$ cat src/sv/edbp_pkg.sv
// Shared types, constants and helpers for the EDID base block parser.
// No dependencies; every other file refers to this package by scoped names.
`default_nettype none

package edbp_pkg;

   // Block layout
   localparam logic [7:0] BLOCK_BYTES   = 8'd128;
   localparam logic [7:0] HEADER_BYTES  = 8'd8;
   localparam logic [7:0] VENDOR_HI_POS = 8'd8;
   localparam logic [7:0] VENDOR_LO_POS = 8'd9;
   localparam logic [7:0] ID_END        = 8'd10;
   localparam logic [7:0] DESC_START    = 8'd54;
   localparam logic [7:0] DESC_END      = 8'd126;  // four descriptors of 18 bytes
   localparam logic [7:0] EXT_POS       = 8'd126;

   // Offsets inside one 18-byte descriptor
   localparam logic [4:0] OFF_FIRST = 5'd0;
   localparam logic [4:0] OFF_ZERO1 = 5'd1;
   localparam logic [4:0] OFF_ZERO2 = 5'd2;
   localparam logic [4:0] OFF_KIND  = 5'd3;
   localparam logic [4:0] OFF_ZERO4 = 5'd4;
   localparam logic [4:0] OFF_TEXT  = 5'd5;
   localparam logic [4:0] OFF_LAST  = 5'd17;

   // Descriptor tags
   localparam logic [7:0] KIND_NAME   = 8'hFC;
   localparam logic [7:0] KIND_SERIAL = 8'hFF;
   localparam logic [7:0] KIND_TEXT   = 8'hFE;

   localparam logic [7:0] CHAR_NEWLINE = 8'h0A;
   localparam logic [7:0] CHAR_LOW     = 8'h20;
   localparam logic [7:0] CHAR_HIGH    = 8'h7E;

   localparam int NAME_CHARS  = 13;
   localparam int KEPT_SLOTS  = 3;
   localparam int QUEUE_DEPTH = 2;

   // Status codes
   localparam logic [2:0] STATUS_OK             = 3'd0;
   localparam logic [2:0] STATUS_BAD_HEADER     = 3'd1;
   localparam logic [2:0] STATUS_ID_TRUNCATED   = 3'd2;
   localparam logic [2:0] STATUS_BAD_PNP        = 3'd3;
   localparam logic [2:0] STATUS_NO_DESCRIPTORS = 3'd4;
   localparam logic [2:0] STATUS_NO_NAME        = 3'd5;

   // Name sources, also the kept-text slot numbers
   localparam logic [1:0] SRC_DISPLAY = 2'd0;
   localparam logic [1:0] SRC_SERIAL  = 2'd1;
   localparam logic [1:0] SRC_TEXT    = 2'd2;

   typedef logic [NAME_CHARS-1:0][6:0] name_text_type;

   typedef struct packed {
      logic [7:0] data_byte;
      logic       final_byte;
   } req_type;

   typedef struct packed {
      logic [2:0]  status;
      logic [15:0] manufacturer_id;
      logic [6:0]  letter_first;
      logic [6:0]  letter_second;
      logic [6:0]  letter_third;
      logic [6:0]  name_char;
      logic [3:0]  name_length;
      logic [1:0]  name_source;
      logic        checksum_ok;
      logic        extension_present;
      logic        is_truncated;
      logic        last_of_run;
   } rsp_type;

   // Everything the back end needs to play out one block's results
   typedef struct packed {
      logic [2:0]    status;
      logic [15:0]   manufacturer_id;
      logic [6:0]    letter_first;
      logic [6:0]    letter_second;
      logic [6:0]    letter_third;
      logic [3:0]    name_length;
      logic [1:0]    name_source;
      logic          has_name;
      logic          checksum_ok;
      logic          extension_present;
      logic          is_truncated;
      name_text_type name_text;
   } summary_type;

   typedef struct packed {
      logic not_empty;
      logic not_full;
   } queue_status_type;

   // Magic header is 00 FF FF FF FF FF FF 00
   function automatic logic [7:0] magic_byte(input logic [2:0] idx);
      logic [7:0] val;
      val = (idx == 3'd0 || idx == 3'd7) ? 8'h00 : 8'hFF;
      return val;
   endfunction

   // Five-bit compressed letter, 1..26 maps to A..Z, anything else is 0
   function automatic logic [6:0] pnp_letter(input logic [4:0] code);
      logic [6:0] val;
      val = (code >= 5'd1 && code <= 5'd26) ? (7'd64 + {2'b00, code}) : 7'd0;
      return val;
   endfunction

endpackage

`default_nettype wire

$ cat src/sv/edbp_front.sv
// Front end: takes bytes, tracks header, checksum, vendor ID and descriptors,
// and builds a run summary on the final byte. Depends on edbp_pkg.
`default_nettype none

module edbp_front (
   input  wire logic                  clock,
   input  wire logic                  reset,
   input  wire logic                  byte_fire,
   input  wire edbp_pkg::req_type     byte_in,
   output logic                       push,
   output edbp_pkg::summary_type      summary
);

   logic [7:0]  pos_ff, pos_in;
   logic [7:0]  sum_ff, sum_in;
   logic        hdr_ok_ff, hdr_ok_in;
   logic [15:0] vendor_ff, vendor_in;
   logic        ext_ff, ext_in;
   logic        dh_ok_ff, dh_ok_in;
   logic [7:0]  kind_ff, kind_in;
   logic [4:0]  off_ff, off_in;
   logic [3:0]  scr_len_ff, scr_len_in;
   logic        scr_print_ff, scr_print_in;
   logic        scr_nl_ff, scr_nl_in;
   logic [3:0]  kept_len_ff [edbp_pkg::KEPT_SLOTS];
   logic [3:0]  kept_len_in [edbp_pkg::KEPT_SLOTS];

   edbp_pkg::name_text_type scr_text_ff, scr_text_in;
   edbp_pkg::name_text_type kept_text_ff [edbp_pkg::KEPT_SLOTS];
   edbp_pkg::name_text_type kept_text_in [edbp_pkg::KEPT_SLOTS];

   logic [7:0]  b;
   logic [3:0]  text_idx;
   logic        slot_hit;
   logic [1:0]  slot;
   logic [6:0]  l0, l1, l2;
   logic [2:0]  st;
   logic [1:0]  src;
   logic        src_found;

   assign b        = byte_in.data_byte;
   assign text_idx = 4'(off_ff - edbp_pkg::OFF_TEXT);
   assign push     = byte_fire && byte_in.final_byte;

   always_comb begin
      pos_in       = pos_ff;
      sum_in       = sum_ff;
      hdr_ok_in    = hdr_ok_ff;
      vendor_in    = vendor_ff;
      ext_in       = ext_ff;
      dh_ok_in     = dh_ok_ff;
      kind_in      = kind_ff;
      off_in       = off_ff;
      scr_len_in   = scr_len_ff;
      scr_print_in = scr_print_ff;
      scr_nl_in    = scr_nl_ff;
      scr_text_in  = scr_text_ff;
      kept_len_in  = kept_len_ff;
      kept_text_in = kept_text_ff;
      slot_hit     = 1'b0;
      slot         = edbp_pkg::SRC_DISPLAY;

      unique case (kind_ff)
         edbp_pkg::KIND_NAME: begin
            slot_hit = 1'b1;
            slot     = edbp_pkg::SRC_DISPLAY;
         end
         edbp_pkg::KIND_SERIAL: begin
            slot_hit = 1'b1;
            slot     = edbp_pkg::SRC_SERIAL;
         end
         edbp_pkg::KIND_TEXT: begin
            slot_hit = 1'b1;
            slot     = edbp_pkg::SRC_TEXT;
         end
         default: begin
            slot_hit = 1'b0;
         end
      endcase

      // bytes beyond the block only matter for their final flag
      if (byte_fire && pos_ff < edbp_pkg::BLOCK_BYTES) begin
         pos_in = pos_ff + 8'd1;
         sum_in = sum_ff + b;
         if (pos_ff < edbp_pkg::HEADER_BYTES && b != edbp_pkg::magic_byte(pos_ff[2:0])) begin
            hdr_ok_in = 1'b0;
         end
         if (pos_ff == edbp_pkg::VENDOR_HI_POS) begin
            vendor_in[15:8] = b;
         end
         if (pos_ff == edbp_pkg::VENDOR_LO_POS) begin
            vendor_in[7:0] = b;
         end
         if (pos_ff == edbp_pkg::EXT_POS) begin
            ext_in = (b != 8'd0);
         end
         if (pos_ff >= edbp_pkg::DESC_START && pos_ff < edbp_pkg::DESC_END) begin
            off_in = (off_ff == edbp_pkg::OFF_LAST) ? 5'd0 : off_ff + 5'd1;
            priority if (off_ff == edbp_pkg::OFF_FIRST) begin
               dh_ok_in     = (b == 8'd0);
               scr_len_in   = 4'd0;
               scr_print_in = 1'b1;
               scr_nl_in    = 1'b0;
            end else if (off_ff == edbp_pkg::OFF_ZERO1 || off_ff == edbp_pkg::OFF_ZERO2
                         || off_ff == edbp_pkg::OFF_ZERO4) begin
               if (b != 8'd0) begin
                  dh_ok_in = 1'b0;
               end
            end else if (off_ff == edbp_pkg::OFF_KIND) begin
               kind_in = b;
            end else begin
               scr_text_in[text_idx] = b[6:0];
               if (!scr_nl_ff) begin
                  if (b == edbp_pkg::CHAR_NEWLINE) begin
                     scr_nl_in = 1'b1;
                  end else begin
                     if (b < edbp_pkg::CHAR_LOW || b > edbp_pkg::CHAR_HIGH) begin
                        scr_print_in = 1'b0;
                     end
                     scr_len_in = scr_len_ff + 4'd1;
                  end
               end
               // descriptor complete: keep its text in the slot for its tag
               if (off_ff == edbp_pkg::OFF_LAST && dh_ok_ff && slot_hit) begin
                  kept_text_in[slot] = scr_text_in;
                  kept_len_in[slot]  = scr_print_in ? scr_len_in : 4'd0;
               end
            end
         end
      end
   end

   // Summary of the block as it stands after this byte
   assign l0 = edbp_pkg::pnp_letter(vendor_in[14:10]);
   assign l1 = edbp_pkg::pnp_letter(vendor_in[9:5]);
   assign l2 = edbp_pkg::pnp_letter(vendor_in[4:0]);

   always_comb begin
      src       = edbp_pkg::SRC_DISPLAY;
      src_found = 1'b1;
      priority if (kept_len_in[edbp_pkg::SRC_DISPLAY] != 4'd0) begin
         src = edbp_pkg::SRC_DISPLAY;
      end else if (kept_len_in[edbp_pkg::SRC_SERIAL] != 4'd0) begin
         src = edbp_pkg::SRC_SERIAL;
      end else if (kept_len_in[edbp_pkg::SRC_TEXT] != 4'd0) begin
         src = edbp_pkg::SRC_TEXT;
      end else begin
         src_found = 1'b0;
      end

      priority if (pos_in < edbp_pkg::HEADER_BYTES || !hdr_ok_in) begin
         st = edbp_pkg::STATUS_BAD_HEADER;
      end else if (pos_in < edbp_pkg::ID_END) begin
         st = edbp_pkg::STATUS_ID_TRUNCATED;
      end else if (l0 == 7'd0 || l1 == 7'd0 || l2 == 7'd0) begin
         st = edbp_pkg::STATUS_BAD_PNP;
      end else if (pos_in < edbp_pkg::DESC_START) begin
         st = edbp_pkg::STATUS_NO_DESCRIPTORS;
      end else if (!src_found) begin
         st = edbp_pkg::STATUS_NO_NAME;
      end else begin
         st = edbp_pkg::STATUS_OK;
      end

      summary.status = st;
      summary.manufacturer_id = (st == edbp_pkg::STATUS_BAD_HEADER
                                 || st == edbp_pkg::STATUS_ID_TRUNCATED) ? 16'd0 : vendor_in;
      summary.has_name          = (st == edbp_pkg::STATUS_OK);
      summary.letter_first      = summary.has_name ? l0 : 7'd0;
      summary.letter_second     = summary.has_name ? l1 : 7'd0;
      summary.letter_third      = summary.has_name ? l2 : 7'd0;
      summary.name_length       = summary.has_name ? kept_len_in[src] : 4'd0;
      summary.name_source       = summary.has_name ? src : edbp_pkg::SRC_DISPLAY;
      summary.checksum_ok       = (pos_in >= edbp_pkg::BLOCK_BYTES) && (sum_in == 8'd0);
      summary.extension_present = ext_in;
      summary.is_truncated      = (pos_in < edbp_pkg::BLOCK_BYTES);
      summary.name_text         = kept_text_in[src];
   end

   // Control state: cleared by reset and again after each final byte
   always_ff @(posedge clock) begin
      if (reset || push) begin
         pos_ff       <= 8'd0;
         sum_ff       <= 8'd0;
         hdr_ok_ff    <= 1'b1;
         vendor_ff    <= 16'd0;
         ext_ff       <= 1'b0;
         dh_ok_ff     <= 1'b0;
         kind_ff      <= 8'd0;
         off_ff       <= 5'd0;
         scr_len_ff   <= 4'd0;
         scr_print_ff <= 1'b1;
         scr_nl_ff    <= 1'b0;
         for (int i = 0; i < edbp_pkg::KEPT_SLOTS; i++) begin
            kept_len_ff[i] <= 4'd0;
         end
      end else begin
         pos_ff       <= pos_in;
         sum_ff       <= sum_in;
         hdr_ok_ff    <= hdr_ok_in;
         vendor_ff    <= vendor_in;
         ext_ff       <= ext_in;
         dh_ok_ff     <= dh_ok_in;
         kind_ff      <= kind_in;
         off_ff       <= off_in;
         scr_len_ff   <= scr_len_in;
         scr_print_ff <= scr_print_in;
         scr_nl_ff    <= scr_nl_in;
         kept_len_ff  <= kept_len_in;
      end
   end

   // Text stores: only read within a length set when written
   always_ff @(posedge clock) begin
      scr_text_ff  <= scr_text_in;
      kept_text_ff <= kept_text_in;
   end

endmodule

`default_nettype wire

$ cat src/sv/edbp_queue.sv
// Small FIFO of run summaries between front and back end.
// Depends on edbp_pkg.
`default_nettype none

module edbp_queue #(
   parameter int Depth = edbp_pkg::QUEUE_DEPTH
) (
   input  wire logic                   clock,
   input  wire logic                   reset,
   input  wire logic                   push,
   input  wire edbp_pkg::summary_type  push_data,
   input  wire logic                   pop,
   output edbp_pkg::summary_type       head,
   output edbp_pkg::queue_status_type  stat
);

   localparam int PtrW = (Depth > 1) ? $clog2(Depth) : 1;
   localparam int CntW = $clog2(Depth + 1);

   edbp_pkg::summary_type entries_ff [Depth];
   logic [PtrW-1:0] wr_ptr_ff, wr_ptr_in;
   logic [PtrW-1:0] rd_ptr_ff, rd_ptr_in;
   logic [CntW-1:0] count_ff, count_in;
   logic            do_push, do_pop;

   assign stat.not_empty = (count_ff != CntW'(0));
   assign stat.not_full  = (count_ff != CntW'(Depth));
   assign do_push        = push && stat.not_full;
   assign do_pop         = pop && stat.not_empty;
   assign head           = entries_ff[rd_ptr_ff];

   always_comb begin
      wr_ptr_in = wr_ptr_ff;
      rd_ptr_in = rd_ptr_ff;
      count_in  = count_ff;
      if (do_push) begin
         wr_ptr_in = (wr_ptr_ff == PtrW'(Depth - 1)) ? PtrW'(0) : wr_ptr_ff + PtrW'(1);
      end
      if (do_pop) begin
         rd_ptr_in = (rd_ptr_ff == PtrW'(Depth - 1)) ? PtrW'(0) : rd_ptr_ff + PtrW'(1);
      end
      unique case ({do_push, do_pop})
         2'b10:   count_in = count_ff + CntW'(1);
         2'b01:   count_in = count_ff - CntW'(1);
         default: count_in = count_ff;
      endcase
   end

   always_ff @(posedge clock) begin
      if (reset) begin
         wr_ptr_ff <= '0;
         rd_ptr_ff <= '0;
         count_ff  <= '0;
      end else begin
         wr_ptr_ff <= wr_ptr_in;
         rd_ptr_ff <= rd_ptr_in;
         count_ff  <= count_in;
      end
   end

   always_ff @(posedge clock) begin
      if (do_push) begin
         entries_ff[wr_ptr_ff] <= push_data;
      end
   end

endmodule

`default_nettype wire

$ cat src/sv/edbp_back.sv
// Back end: plays a run summary out as one result per character, or one
// error result, into the output register. Depends on edbp_pkg.
`default_nettype none

module edbp_back (
   input  wire logic                       clock,
   input  wire logic                       reset,
   input  wire edbp_pkg::summary_type      head,
   input  wire edbp_pkg::queue_status_type stat,
   output logic                            pop,
   output logic                            rsp_valid,
   input  wire logic                       rsp_ready,
   output edbp_pkg::rsp_type               rsp_payload
);

   logic              rsp_valid_ff, rsp_valid_in;
   edbp_pkg::rsp_type rsp_ff, rsp_in;
   logic [3:0]        k_ff, k_in;
   logic [3:0]        run_len;
   logic              last;
   logic              can_load;

   assign run_len  = head.has_name ? head.name_length : 4'd1;
   assign last     = ((k_ff + 4'd1) == run_len);
   assign can_load = !rsp_valid_ff || rsp_ready;
   assign pop      = can_load && stat.not_empty && last;

   always_comb begin
      rsp_valid_in = rsp_valid_ff;
      rsp_in       = rsp_ff;
      k_in         = k_ff;
      if (can_load) begin
         rsp_valid_in = stat.not_empty;
         if (stat.not_empty) begin
            rsp_in.status            = head.status;
            rsp_in.manufacturer_id   = head.manufacturer_id;
            rsp_in.letter_first      = head.letter_first;
            rsp_in.letter_second     = head.letter_second;
            rsp_in.letter_third      = head.letter_third;
            rsp_in.name_char         = head.has_name ? head.name_text[k_ff] : 7'd0;
            rsp_in.name_length       = head.name_length;
            rsp_in.name_source       = head.name_source;
            rsp_in.checksum_ok       = head.checksum_ok;
            rsp_in.extension_present = head.extension_present;
            rsp_in.is_truncated      = head.is_truncated;
            rsp_in.last_of_run       = last;
            k_in                     = last ? 4'd0 : k_ff + 4'd1;
         end
      end
   end

   always_ff @(posedge clock) begin
      if (reset) begin
         rsp_valid_ff <= 1'b0;
         k_ff         <= 4'd0;
      end else begin
         rsp_valid_ff <= rsp_valid_in;
         k_ff         <= k_in;
      end
   end

   always_ff @(posedge clock) begin
      rsp_ff <= rsp_in;
   end

   assign rsp_valid   = rsp_valid_ff;
   assign rsp_payload = rsp_ff;

endmodule

`default_nettype wire

$ cat src/sv/edid_base_block_parser_core.sv
// Top level of the EDID base block parser: front end, summary queue, back end.
// Depends on edbp_pkg, edbp_front, edbp_queue and edbp_back.
//
// Bytes of an identification block come in one item per clock on the req_
// channel, final_byte set on the last one. The front end takes one byte each
// cycle: it checks the 8-byte magic header, sums bytes 0..127 for the
// checksum, keeps the big-endian manufacturer ID from bytes 8 and 9 and the
// extension flag from byte 126, and walks the four 18-byte descriptors from
// byte 54, keeping the 13-byte text of display name (FC), serial number (FF)
// and ASCII text (FE) descriptors, cut at the first newline and emptied if
// any character is not printable. Bytes past 128 only count for their final
// flag. On the final byte the whole outcome of the block is written as one
// summary into a queue of QueueDepth entries, and the front is clear for the
// next block in the very next cycle. The back end plays each summary out on
// the rsp_ channel: one item per character of the chosen name (display name,
// then serial number, then ASCII text), or a single error item; last_of_run
// marks the end of each run. Rate: one input byte per cycle; a run holds 1 to
// 13 result items. The input stalls only while the summary queue is full,
// i.e. when blocks end faster than the back end can drain their names. There
// is no configuration and no clearing pass.
`default_nettype none

module edid_base_block_parser_core #(
   parameter int QueueDepth = edbp_pkg::QUEUE_DEPTH
) (
   input  wire logic              clock,
   input  wire logic              reset,
   input  wire logic              req_valid,
   output logic                   req_ready,
   input  wire edbp_pkg::req_type req_payload,
   output logic                   rsp_valid,
   input  wire logic              rsp_ready,
   output edbp_pkg::rsp_type      rsp_payload
);

   logic                       byte_fire;
   logic                       push;
   logic                       pop;
   edbp_pkg::summary_type      summary;
   edbp_pkg::summary_type      head;
   edbp_pkg::queue_status_type stat;

   // one free queue slot is all a final byte needs
   assign req_ready = stat.not_full;
   assign byte_fire = req_valid && req_ready;

   edbp_front u_front (
      .clock     (clock),
      .reset     (reset),
      .byte_fire (byte_fire),
      .byte_in   (req_payload),
      .push      (push),
      .summary   (summary)
   );

   edbp_queue #(
      .Depth (QueueDepth)
   ) u_queue (
      .clock     (clock),
      .reset     (reset),
      .push      (push),
      .push_data (summary),
      .pop       (pop),
      .head      (head),
      .stat      (stat)
   );

   // output register: a waiting result holds the back end, while the queue
   // keeps taking summaries from the front
   edbp_back u_back (
      .clock       (clock),
      .reset       (reset),
      .head        (head),
      .stat        (stat),
      .pop         (pop),
      .rsp_valid   (rsp_valid),
      .rsp_ready   (rsp_ready),
      .rsp_payload (rsp_payload)
   );

endmodule

`default_nettype wire

$ cat config.mk
export PLATFORM = sky130hd
export DESIGN_NAME = edid_base_block_parser_core
export DESIGN_NICKNAME = d
export VERILOG_FILES = /design/src/sv/edbp_pkg.sv /design/src/sv/edbp_front.sv /design/src/sv/edbp_queue.sv /design/src/sv/edbp_back.sv /design/src/sv/edid_base_block_parser_core.sv
export SDC_FILE = /design/constraint.sdc
export NUM_CORES = 1
export LEC_CHECK = 0
export BUFFER_PORTS_ARGS = -buffer_cell sky130_fd_sc_hd__buf_2
export CAP_MARGIN = 40
export CORE_MARGIN = 2
export CORE_UTILIZATION = 45
export DETAILED_ROUTE_END_ITERATION = 6
export GPL_TIMING_DRIVEN = 0
export SLEW_MARGIN = 40
export SYNTH_ARGS = -nofsm -noshare
export SYNTH_HDL_FRONTEND = slang
export SYNTH_HIERARCHICAL = 1
export SYNTH_SLANG_ARGS = --single-unit
$ cat constraint.sdc
create_clock -name clock -period 9.3 [get_ports clock]
set_input_delay 1.395 -clock clock [delete_from_list [all_inputs] [get_ports clock]]
set_output_delay 1.395 -clock clock [all_outputs]
set_load 0.02 [all_outputs]
======== Word-level counts from Yosys, hierarchy flattened ========
Memory sizes are Yosys's and may differ from the RTL's. A register that Yosys moved wholly into a read port is not among the register bits.
Index checks and enable logic that the tools add are counted.
cells by class
  order comparisons ....................... 23
  bitwise operators ....................... 5
  equal/unequal tests ..................... 22
  $add $sub $neg .......................... 13
  muxes and demuxes ....................... 101
  reductions and logical operators ........ 52
operators by type and width
  kind                   number
  $mux W273              6
  $bwmux W273            1
  $mux W91               3
  $bmux W91 S2           1
  $demux W91 S2          1
  $bwmux W91             1
  $mux W12               6
  $mux W4                17
  $mux W7                8
  $mux W8                5
  $mux W1                33
  $mux W16               2
  $bmux W7 S4            1
  $demux W7 S4           1
  $eq A8 B4 Y1 const B   3
  $eq A8 B8 Y1 const B   3
  $lt A8 B4 Y1 const B   3
  $add A7 B5 Y7 const A  3
  $logic_not A7 Y1       3
  $logic_and A1 B1 Y1    17
  $logic_not A8 Y1       2
  $lt A8 B6 Y1 const B   2
  $lt A8 B8 Y1 const B   2
  $ge A5 B1 Y1 const B   3
  other kinds (51)       89
word-level totals
  memories ................................ 1
  register bits after elaboration ......... 496
  bits in writable memories ............... 282
  word-level logic and storage cells ...... 300
  bits of input ports ..................... 13
  output and inout port bits .............. 59
memory list
  name                words  width  read ports  clocked after Yosys merged registers in  wr ports  RTL line          RTL
  u_queue.entries_ff  2      141    1           1                                        1         edbp_queue.sv:20  edbp_pkg::summary_type entries_ff [Depth];

======== Logic depth before layout (Yosys ltp) ========
  depth in word-level cells ............... 30
  gate-level depth with buffers ........... 13
  gate-level depth less buffers ........... 10

======== By module ========
The synthesis kept the hierarchy.
modules (own cells, without submodules)
  module                       area each (sq um)  instances  sequential area each (sq um)  cells an instance
  edbp_front                   19697.6            1          9519.1                        2173
  edbp_queue                   10421.2            1          8568.2                        463
  edbp_back                    2816.5             1          1811.7                        153
  edid_base_block_parser_core  6.3                1          0.0                           1

======== Least setup slack after synthesis ========
No wires, ideal clock.
  path type ............................... input to register
  start point ............................. input port req_valid
  end point ............................... register u_front/scr_text_ff[0] (netlist bit), enable pin
  setup slack ............................. 2309 ps
  data arrival time ....................... 6450 ps
  setup time .............................. 541 ps
  data required time ...................... 8759 ps
  stages on the path ...................... 8
  buffers on the path ..................... 3
  cells stage by stage .................... and2_1 nor2b_1 clkbuf_1 and3_1 clkbuf_1 clkbuf_1 nand2_1 nor2_1
on the way
  longest elaborated chain between the ends .. 3
RTL lines
  item                         RTL line                           RTL
  from (decl)                  edid_base_block_parser_core.sv:28  input wire logic req_valid,
  $logic_and A1 B1 Y1          edid_base_block_parser_core.sv:45  assign byte_fire = req_valid && req_ready;
  $logic_and A1 B1 Y1          edbp_front.sv:82                   if (byte_fire && pos_ff < edbp_pkg::BLOCK_BYTES) begin
  $reduce_and A5 Y1 (no line)  n/a
  to (signal assigned)         edbp_front.sv:215                  scr_text_ff <= scr_text_in;
  to (decl)                    edbp_front.sv:28                   edbp_pkg::name_text_type scr_text_ff, scr_text_in;
Every way passes these cells.
A chain may end at the register's enable or synchronous reset.

==> metrics.md <==
| Metric | Value |
|---|---|
| Die Y | `275 um` |
| Cells after synthesis | `2790` |
| Largest net degree at the start of global routing | `66` |
| FP Rows | `99` |
| Largest cells by area after synthesis | `edfxtp_1 (39%), dfxtp_1 (21%), o21ai_0 (7.1%)` |
| CTS resizes | `0` |
| Required @ worst endpoint | `9690 ps` |
| Hold Fails Final Rpt | `0` |
| 1st-iter DRT viols | `2129` |
| PnR Total Power | `7.58 mW` |
| Post-synthesis cell type count | `79` |
| Register area share after synthesis | `60.4%` |
| Syn-to-layout area delta | `14.8%` |
| Finished layout cell area | `37800 sq um` |
| Vias in the first global route | `22665` |
| Max-cap viol count | `0` |
| Post-route DRC violation count | `0` |
| Syn avg cell area | `11.8 sq um` |
| CP max stage cell | `nand4_1` |
| CTS tree | `done` |
| Filler cells | `6269` |
| Cts hold-fix bufs | `0` |
| H-tree Lvls | `3` |
| Ratio of cells with drive above 1 in the final layout | `18.2%` |
| Max Fclk | `193 MHz` |
| Slew Viols, Final | `0` |
| Setup ws final | `4130 ps` |
| RSZ-0062 raised after global routing | `false` |
| Pwr/cell area | `200 nW/um^2` |
| Synth Area in Adders | `0.820%` |
| Hold Crit Class | `flip-flop to flip-flop` |
| CTS root buf | `clkbuf_16` |
| CP max FO | `10` |
| Area share of and/or/nand/nor cells after synthesis | `6.63%` |
| Ys async rst share | `0%` |
| Hpwl dp | `63.9 mm` |
| Outcome | `finished, final reports clean` |
| DP Worst Slack | `3660 ps` |
| CP bufs+invs | `5` |
| Leakage Power | `14.0 nW` |
| Post-route ant nets | `0` |
| CP Class | `flip-flop to flip-flop` |
| WL/cell | `23.3 um` |
| Least-Margin Pin Slew | `880 ps` |
| Clock Latency Late Sink | `660 ps` |
| Fin Hold WS | `456 ps` |
| Full die area | `75400 sq um` |
| Crit-path cells | `nand2b_1 -> and2_1 -> nor2b_1 -> clkbuf_1 -> nand4_1 -> or2_2 -> clkbuf_1 -> o21a_1 -> buf_2 -> or2_1 -> buf_2 -> buf_4 -> o221ai_1` |
| Routed wire length | `93.1 mm` |
| Mapped Area | `32900 sq um` |
| Sink Count | `779` |
| Crit start category | `flip-flop` |
| Final min period | `5170 ps` |
| Synth cell count leaders | `o21ai_0 (468), edfxtp_1 (430), dfxtp_1 (349)` |
| Yosys reg bits | `779` |
| First-pass GRT wire length | `140 mm` |
| Initial Util | `45.3%` |
| Synth Area in XOR/XNOR | `0.813%` |
| Num ports | `72` |
| Number of port buffers | `71` |
| WP data arrival | `5560 ps` |
| Die width | `275 um` |
| Most frequent cell after synthesis | `o21ai_0` |
| Nets | `3000` |
| Worst rel slew slack | `40.9%` |
| CTS buffer count | `82` |
| Post-synthesis mux area share | `10.0%` |
| # setup viols final | `0` |
| Largest family of logic cells by synthesized area | `compound AO/OA/AOI/OAI gates` |
| Post-CTS setup buffer count | `0` |
| Area leader, netlist | `edfxtp_1` |
| EDFF count, synth | `430` |
| Post-Route Skew | `29.8 ps` |
| Crit. End Element | `flip-flop` |
| CP max stage delay | `620 ps` |
| Pre-antenna DRT Iters | `5` |
| Core Region | `72700 sq um` |
| Primary FF master, synth | `edfxtp_1` |
| TNS Setup | `0 ps` |
| Area share of the largest cell type after synthesis | `39.2%` |
| Grt ovf | `0` |
| N_diodes | `0` |
| Crit path max-delay family | `simple AND/OR/NAND/NOR gates` |
| Initial antenna violation count | `2` |
| Avg Vias per Cell | `5.73` |
| Total GRT Usage | `24.7%` |
| Complex-gate fraction of the synthesized area | `15.9%` |
| Final period util | `55.6%` |
| Worst vdd ir | `0.000158 V` |
| Via count | `22874` |
| Placed Area | `35000 sq um` |
| Clock Path Buffers | `3` |
| Worst-path clk slew | `60 ps` |
| Yosys warns | `6` |
| Final GP Congestion | `0.880` |
layout by cell type (no fill, tap or decap), types with 8 or more instances in the layout:
| cell | synthesis | routed |
|---|---|---|
| clkbuf_2 | 0 | 23 |
| buf_4 | 11 | 12 |
| a221oi_1 | 8 | 8 |
| nor3_1 | 29 | 28 |
| a21oi_1 | 39 | 39 |
| xor2_1 | 11 | 11 |
| o221ai_2 | 64 | 64 |
| nand3_1 | 29 | 29 |
| a311oi_1 | 10 | 10 |
| clkbuf_1 | 151 | 142 |
| buf_16 | 0 | 9 |
| mux4_2 | 17 | 17 |
| o221ai_1 | 30 | 30 |
| nor3b_1 | 9 | 9 |
| xnor2_1 | 17 | 17 |
| o21a_1 | 85 | 85 |
| clkbuf_16 | 0 | 84 |
| edfxtp_1 | 430 | 430 |
| bufinv_16 | 0 | 12 |
| nor2_1 | 89 | 87 |
| mux2_2 | 144 | 144 |
| mux2i_1 | 119 | 119 |
| and2_1 | 15 | 15 |
| buf_2 | 17 | 87 |
| or2_2 | 9 | 9 |
| o21ai_0 | 468 | 468 |
| nand2_1 | 247 | 247 |
| clkinv_2 | 0 | 18 |
| ha_1 | 20 | 20 |
| a211oi_1 | 8 | 8 |
| buf_6 | 22 | 23 |
| inv_1 | 199 | 198 |
| clkinv_1 | 0 | 13 |
| nand4_1 | 10 | 10 |
| dfxtp_1 | 349 | 349 |
| a21boi_0 | 19 | 19 |
state kept, by name (all words and copies together), names as in the netlist, 2 cells and up, named ones only:
signal	count
u_front/sum_ff	8
u_front/pos_ff	8
u_front/kept_text_ff	273
u_back/rsp_payload	57
u_back/k_ff	4
u_queue/entries_ff	282
u_front/scr_len_ff	4
u_front/kind_ff	8
u_queue/count_ff	2
u_front/vendor_ff	16
u_front/kept_len_ff	12
u_front/off_ff	5
u_front/scr_text_ff	91
worst register-to-register path, cell delays in order, from the launching register on:
cell and delay, ps:
dfxtp_1 420, nand2b_1 360, and2_1 400, nor2b_1 180, clkbuf_1 380, nand4_1 620, or2_2 520, clkbuf_1 200
o21a_1 250, buf_2 300, or2_1 320, buf_2 280, buf_4 290, o221ai_1 410
final cells by class:
cell class              count  area, sq um  share of cell area, %
flip-flops and latches    779        19900                   52.6
multi-input cells        1605        11300                   29.9
inverters                 201          762                   2.01
plain buffers             207         1060                   2.79
repair buffers             90          766                   2.02
well taps                 959         1200                   3.17
clock buffers             101         2200                   5.81
clock inverters            53          644                   1.70
stage by stage:
step | utilization (%) | std cells
after detailed placement | 48.1 | 3841
after floorplan | - | 2792
after global placement | 47.5 | 3822
after global routing | 52.0 | 3995
after CTS | 52.0 | 3995
final | 52.0 | 3995
final timing paths:
path / start / endpoint / slack, ps / depth (start not counted)
worst max-delay path: u_queue/count_ff[0] / u_queue/entries_ff[0][40] / 4130 / 13
worst min register to register: u_front/kept_text_ff[162] / u_front/kept_text_ff[162] / 460 / 2
worst max register to register: u_queue/count_ff[0] / u_queue/entries_ff[0][40] / 4130 / 13
worst min-delay path: u_front/kept_text_ff[162] / u_front/kept_text_ff[162] / 460 / 2
layer usage:
metal | wire (um) | track usage, % | vias to the layer above
li1 | - | - | 10488
met1 | 39300 | 32.0 | 11424
met2 | 44700 | 41.3 | 795
met3 | 5770 | 4.07 | 167
met4 | 3360 | 9.95 | 0
met5 | 0 | 0 | -
logic make-up (layout without fill, tap and decap cells):
group / Yosys count / in the layout
multiplexers: 284 / 284
AO/OA/AOI/OAI: 782 / 782
flip-flops: 779 / 779
other: 1 / 3
XOR/XNOR: 29 / 29
AND/OR/NAND/NOR: 486 / 486
buffers and inverters: 408 / 652
adder cells (fa/ha/maj): 21 / 21
power breakdown:
part | total [mW] | switching [mW] | internal (mW)
combinational | 0.420 | 0.265 | 0.155
clock | 3.43 | 1.40 | 2.03
sequential | 3.73 | 0.0251 | 3.71
total | 7.58 | 1.69 | 5.90
(Power assumes the default switching activity.)
